**src/design/slpool_ram.sv**
```systemverilog
module slpool_ram #(
   parameter int WIDTH = 8,
   parameter int DEPTH = 2,
   localparam int AW = (DEPTH > 1) ? $clog2(DEPTH) : 1
) (
   input  logic             clock,
   input  logic             wr_en,
   input  logic [AW-1:0]    wr_addr,
   input  logic [WIDTH-1:0] wr_data,
   input  logic             rd_en,
   input  logic [AW-1:0]    rd_addr,
   output logic [WIDTH-1:0] rd_data
);

   logic [WIDTH-1:0] mem_ff [DEPTH];
   logic [WIDTH-1:0] rd_data_ff;

   always_ff @(posedge clock) begin
      if (wr_en) begin
         mem_ff[wr_addr] <= wr_data;
      end
      if (rd_en) begin
         rd_data_ff <= mem_ff[rd_addr];
      end
   end

   assign rd_data = rd_data_ff;

endmodule

```
**config.mk**
```make
export PLATFORM = sky130hd
export DESIGN_NAME = slpool_ram
export DESIGN_NICKNAME = d
export VERILOG_FILES = /design/src/design/slpool_ram.sv
export SDC_FILE = /design/constraint.sdc
export NUM_CORES = 1
export LEC_CHECK = 0
export CORE_MARGIN = 3
export CORE_UTILIZATION = 38
export DETAILED_ROUTE_END_ITERATION = 7
export DONT_BUFFER_PORTS = 1
export GPL_ROUTABILITY_DRIVEN = 0
export HOLD_SLACK_MARGIN = 0.1
export PLACE_DENSITY = 0.59
export SETUP_SLACK_MARGIN = 0.2
export SYNTH_ARGS = -nofsm -noshare
export SYNTH_HDL_FRONTEND = slang
export SYNTH_SLANG_ARGS = --single-unit
```
**constraint.sdc**
```tcl
create_clock -name clock -period 0.87 [get_ports clock]
set_input_delay 0.0435 -clock clock [delete_from_list [all_inputs] [get_ports clock]]
set_output_delay 0.0435 -clock clock [all_outputs]
set_load 0.01 [all_outputs]
```
== Word level (Yosys, flattened, before mapping) ==
Memory sizes are Yosys's and may differ from the RTL's. A register that Yosys moved wholly into a read port is not among the register bits.
Cells that the tools add are included.

* Mux-type cells: 2

{| class="wikitable"
|+ Operators with widths
! kind !! number
|-
| two-way mux 1 bit || 2
|}

* RAM bits: 16
* Bits of input ports: 13
* Register bits: 0
* Memories kept: 1

{| class="wikitable"
|+ Memory list
! name !! words !! bits a word !! rd ports !! clocked after Yosys merged registers in !! wr ports !! line !! source
|-
| mem_ff || 2 || 8 || 1 || 1 || 1 || 15 || <nowiki>logic [WIDTH-1:0] mem_ff [DEPTH];</nowiki>
|}

== Depth between registers and ports, before layout ==
* Depth in word-level cells: 2
* Depth in mapped cells: 2
* Depth with buffers taken out: 1

== Worst setup path before layout ==
OpenSTA, ideal clock, no wires.

* Path type: flip-flop to flip-flop
* Start point: mem mem_ff[0][0]
* End point: reg rd_data_ff[0], in the netlist rd_data[0] (read register of mem_ff), data pin
* Clock period less this slack: 850 ps
* Stages on the path, launching flop included: 2
* Path buffers: 0
* Library setup time: 260 ps
* Slack: 20 ps
* Required time: 610 ps
* Arrival time: 590 ps
* Cells stage by stage: edfxtp_1 mux2_4

{| class="wikitable"
|+ RTL lines
! item !! line !! source
|-
| start, declared || 15 ||
|-
| end, declared || 16 || <nowiki>logic [WIDTH-1:0] rd_data_ff;</nowiki>
|}

No word-level cell between the ends.

== Final worst setup path ==
* Start point: mem mem_ff[0][3]
* End point: reg rd_data_ff[3], in the netlist rd_data[3] (read register of mem_ff), data pin

No word-level cell between the ends.

==> flow_summary_export.csv <==
group,metric,value,unit
status,status,"complete, but fails checks",
status,violations,"hold timing, setup timing",
setup_path,worst_setup_path_start_kind,"flop",
clocking,cts_tree,"built",
global_routing,grt_remaining_overflow,0,
synthesis,yosys.cell_count.top_type,"edfxtp_1",
setup_path,cpLargestDelayFamily,"flip-flops",
drt,wirelength,980,µm
synthesis,synth_top_flop_cell,"edfxtp_1",
clocking,cts_max_level,1,
timing,slew_hr,72.77,%
setup_path,critPathArrivalTime,0.98,ns
hold_path,hold_class,"input pin to flop",
clocking,clock_tree.buffer_depth,2,
clocking,cts.hold.buffers_added,8,
layout,cell_count_final_fillers_out,73,
setup_path,cp-end-kind,"flop",
hold_path,hold-path-cell-count,0,
setup_path,crit_required,0.94,ns
hold_path,worst_hold_path.endpoint,"rd_data[1]",
timing,totalNegativeSetupSlack,-0.1355,ns
setup_path,slack_of_the_worst_reg_to_reg_path,-0.04,ns
setup_path,critical_path.reg2reg.startpoint,"mem_ff[0][3]",
drt,detailedRoute.firstPassIterationCount,2,
timing,fin_worst_hold_slack,-0.1557,ns
floorplanning,floorplan.die_area,2884,µm²
layout,antenna-diode-count,0,
synthesis,synthesis.area_per_instance,24.70,µm²
drt,iteration_0_drc_markers,3,
layout,finish.net_count,60,
hold_path,hold_path_startpoint,"rd_en",
synthesis,ys_seq_area_share,83.36,%
synthesis,synth_enable_flop_cells,24,
floorplanning,core.rowCount,16,
placed_design,placedCellCount,61,
synthesis,post_synth_main_area_contributors,"edfxtp_1 (83%), mux2_4 (14%), buf_6 (1.3%)",
drt,drt.antenna.violating_nets,0,
floorplanning,chipHeight,53.70,µm
floorplanning,io-pin-count,21,
timing,worst_clock_skew,0.001128,ns
setup_path,crit_fanout,1,
clocking,cts.sinks,24,
setup_path,critical_path_buf_inv_count,0,
drt,viasPerCell,4.685,
placed_design,dp_worst_setup_slack,-0.02947,ns
clocking,clk_pin_slew,0.11,ns
timing,finish_stage_setup_viols,8,
setup_path,worst-setup-path-type,"flop to flop",
timing,finalCriticalPeriod,0.9097,ns
global_routing,via_count_of_the_first_global_routing_pass,364,
clocking,resized_after_cts,0,
layout,fillCellCount,161,
setup_path,cell_with_the_largest_stage_delay_on_the_worst_path,"edfxtp_1",
pwr,cellPowerDensity,1974,nW/µm²
synthesis,number_of_register_bits_inferred_by_synthesis,24,
timing,finalHoldViolations,24,
setup_path,rr_worst_depth,1,
timing,worst-slew-pin-transition,0.4066,ns
global_routing,global_route_wire_length_before_repair,1538,µm
timing,fmax,1099,MHz
synthesis,postSynthNetCount,48,
pwr,worst_ir_drop_vdd,0.8347,mV
drt,avgRoutedWirePerCell,13.42,µm
clocking,clock_tree.root_cell,"clkbuf_4",
synthesis,synth-async-reset-ratio,0,%
global_routing,grt_max_degree,14,
setup_path,crit-reg2reg-capture,"rd_data[3]",
floorplanning,initial_core_util,41.93,%
timing,layout_worst_path_cycle_share,104.6,%
synthesis,synthTopCellsByCount,"edfxtp_1 (24), mux2_4 (8), and2_1 (1), buf_6 (1), nor2b_1 (1)",
timing,timing.final.max_slew_violations,0,
setup_path,worstPathCellList,"mux2_4",
layout,flow.area_growth_from_synthesis,15.20,%
placed_design,io_buffer_count,0,
synthesis,netlist_instances,35,
pwr,total_leakage_power,0.3488,nW
synthesis,ys.warnings.count,0,
floorplanning,fp.dieW,53.70,µm
timing,setup_slack,-0.03968,ns
job,drv_cap,0,
synthesis,synthDominantAreaCellType,"edfxtp_1",
synthesis,synthesis.area,864.6,µm²
global_routing,antenna_violations_before_repair,0,
clocking,worst_skew_pair_latency,0.30,ns
synthesis,synth_top_area_share,83.36,%
drt,routed-via-count,342,
floorplanning,core_area,2062,µm²
global_routing,grt_overall_usage,8.294,%
drt,route.detailed.drc,0,
pwr,design_power_total,1.966,mW
layout,final_layout_size_suffix_gt1_share,26.09,%
synthesis,synth.distinct_cells,5,
clocking,cts-buffers-inserted,3,
timing,unrepaired_setup_endpoints_after_global_routing,"yes",
setup_path,worst_path_largest_cell_delay,0.40,ns
## placed cells by master (no fill, tap or decap)
cell / n
dlygate4sd3_1: 8
clkbuf_4: 3
mux2_4: 8
clkinv_1: 1
and2_1: 1
nor2b_2: 1
edfxtp_1: 24
## metal layers
| metal | GRT usage (%) | part of all wire (%) |
|---|---|---|
| met1 | 8.942 | 44 |
| met2 | 11.90 | 45 |
| met3 | 3.878 | 8.0 |
| met4 | 7.660 | 2.6 |
| met5 | 0 | 0 |
## worst max-delay path by stage
stage	depth (start not counted)	slack [ns]	start	end
2_1_floorplan	1	0.02	mem_ff[0][0]	rd_data[0]
3_3_place_gp	1	0.004	mem_ff[0][7]	rd_data[7]
3_5_place_dp	1	-0.03	mem_ff[0][3]	rd_data[3]
4_1_cts	1	-0.04	mem_ff[0][3]	rd_data[3]
5_1_grt	1	-0.07	mem_ff[0][6]	rd_data[6]
6_report	1	-0.04	mem_ff[0][3]	rd_data[3]
## repair_timing
item	CTS	global route
buffers inserted	0	0
hold endpoints to repair	40	24
endpoints found under the setup margin	16	16
## per-stage QoR
step                utilization, %  area, µm²
floorplan                        -      867.1
global placement             43.14      889.6
detailed placement           43.14      889.6
CTS                          48.30      996.0
global route                 48.30      996.0
finish                       48.30      996.0
## state kept, by name (all words and copies together) (netlist names)
register and count:
rd_data 8, mem_ff 16
## logic make-up after synthesis
| family | after synthesis | synth area share, % |
|---|---|---|
| DFF | 24 | 83.36 |
| muxes | 8 | 13.89 |
| and+or+nand+nor | 2 | 1.448 |
| buffers and inverters | 1 | 1.302 |
## power by group
part	switching, mW	internal [mW]
combinational	0.0297	0.0768
clock	0.288	0.167
sequential	0.0381	1.37
## final cells by class
class                           count  area, µm²  area share, %
Clock inverter                      1      3.754         0.3769
Timing Repair Buffer                8      80.08          8.040
Sequential cell                    24      720.7          72.36
Multi-Input combinational cell     10      135.1          13.57
Clock buffer                        3      22.52          2.261
Tap cell                           27      33.78          3.392
(Power assumes the default switching activity.)
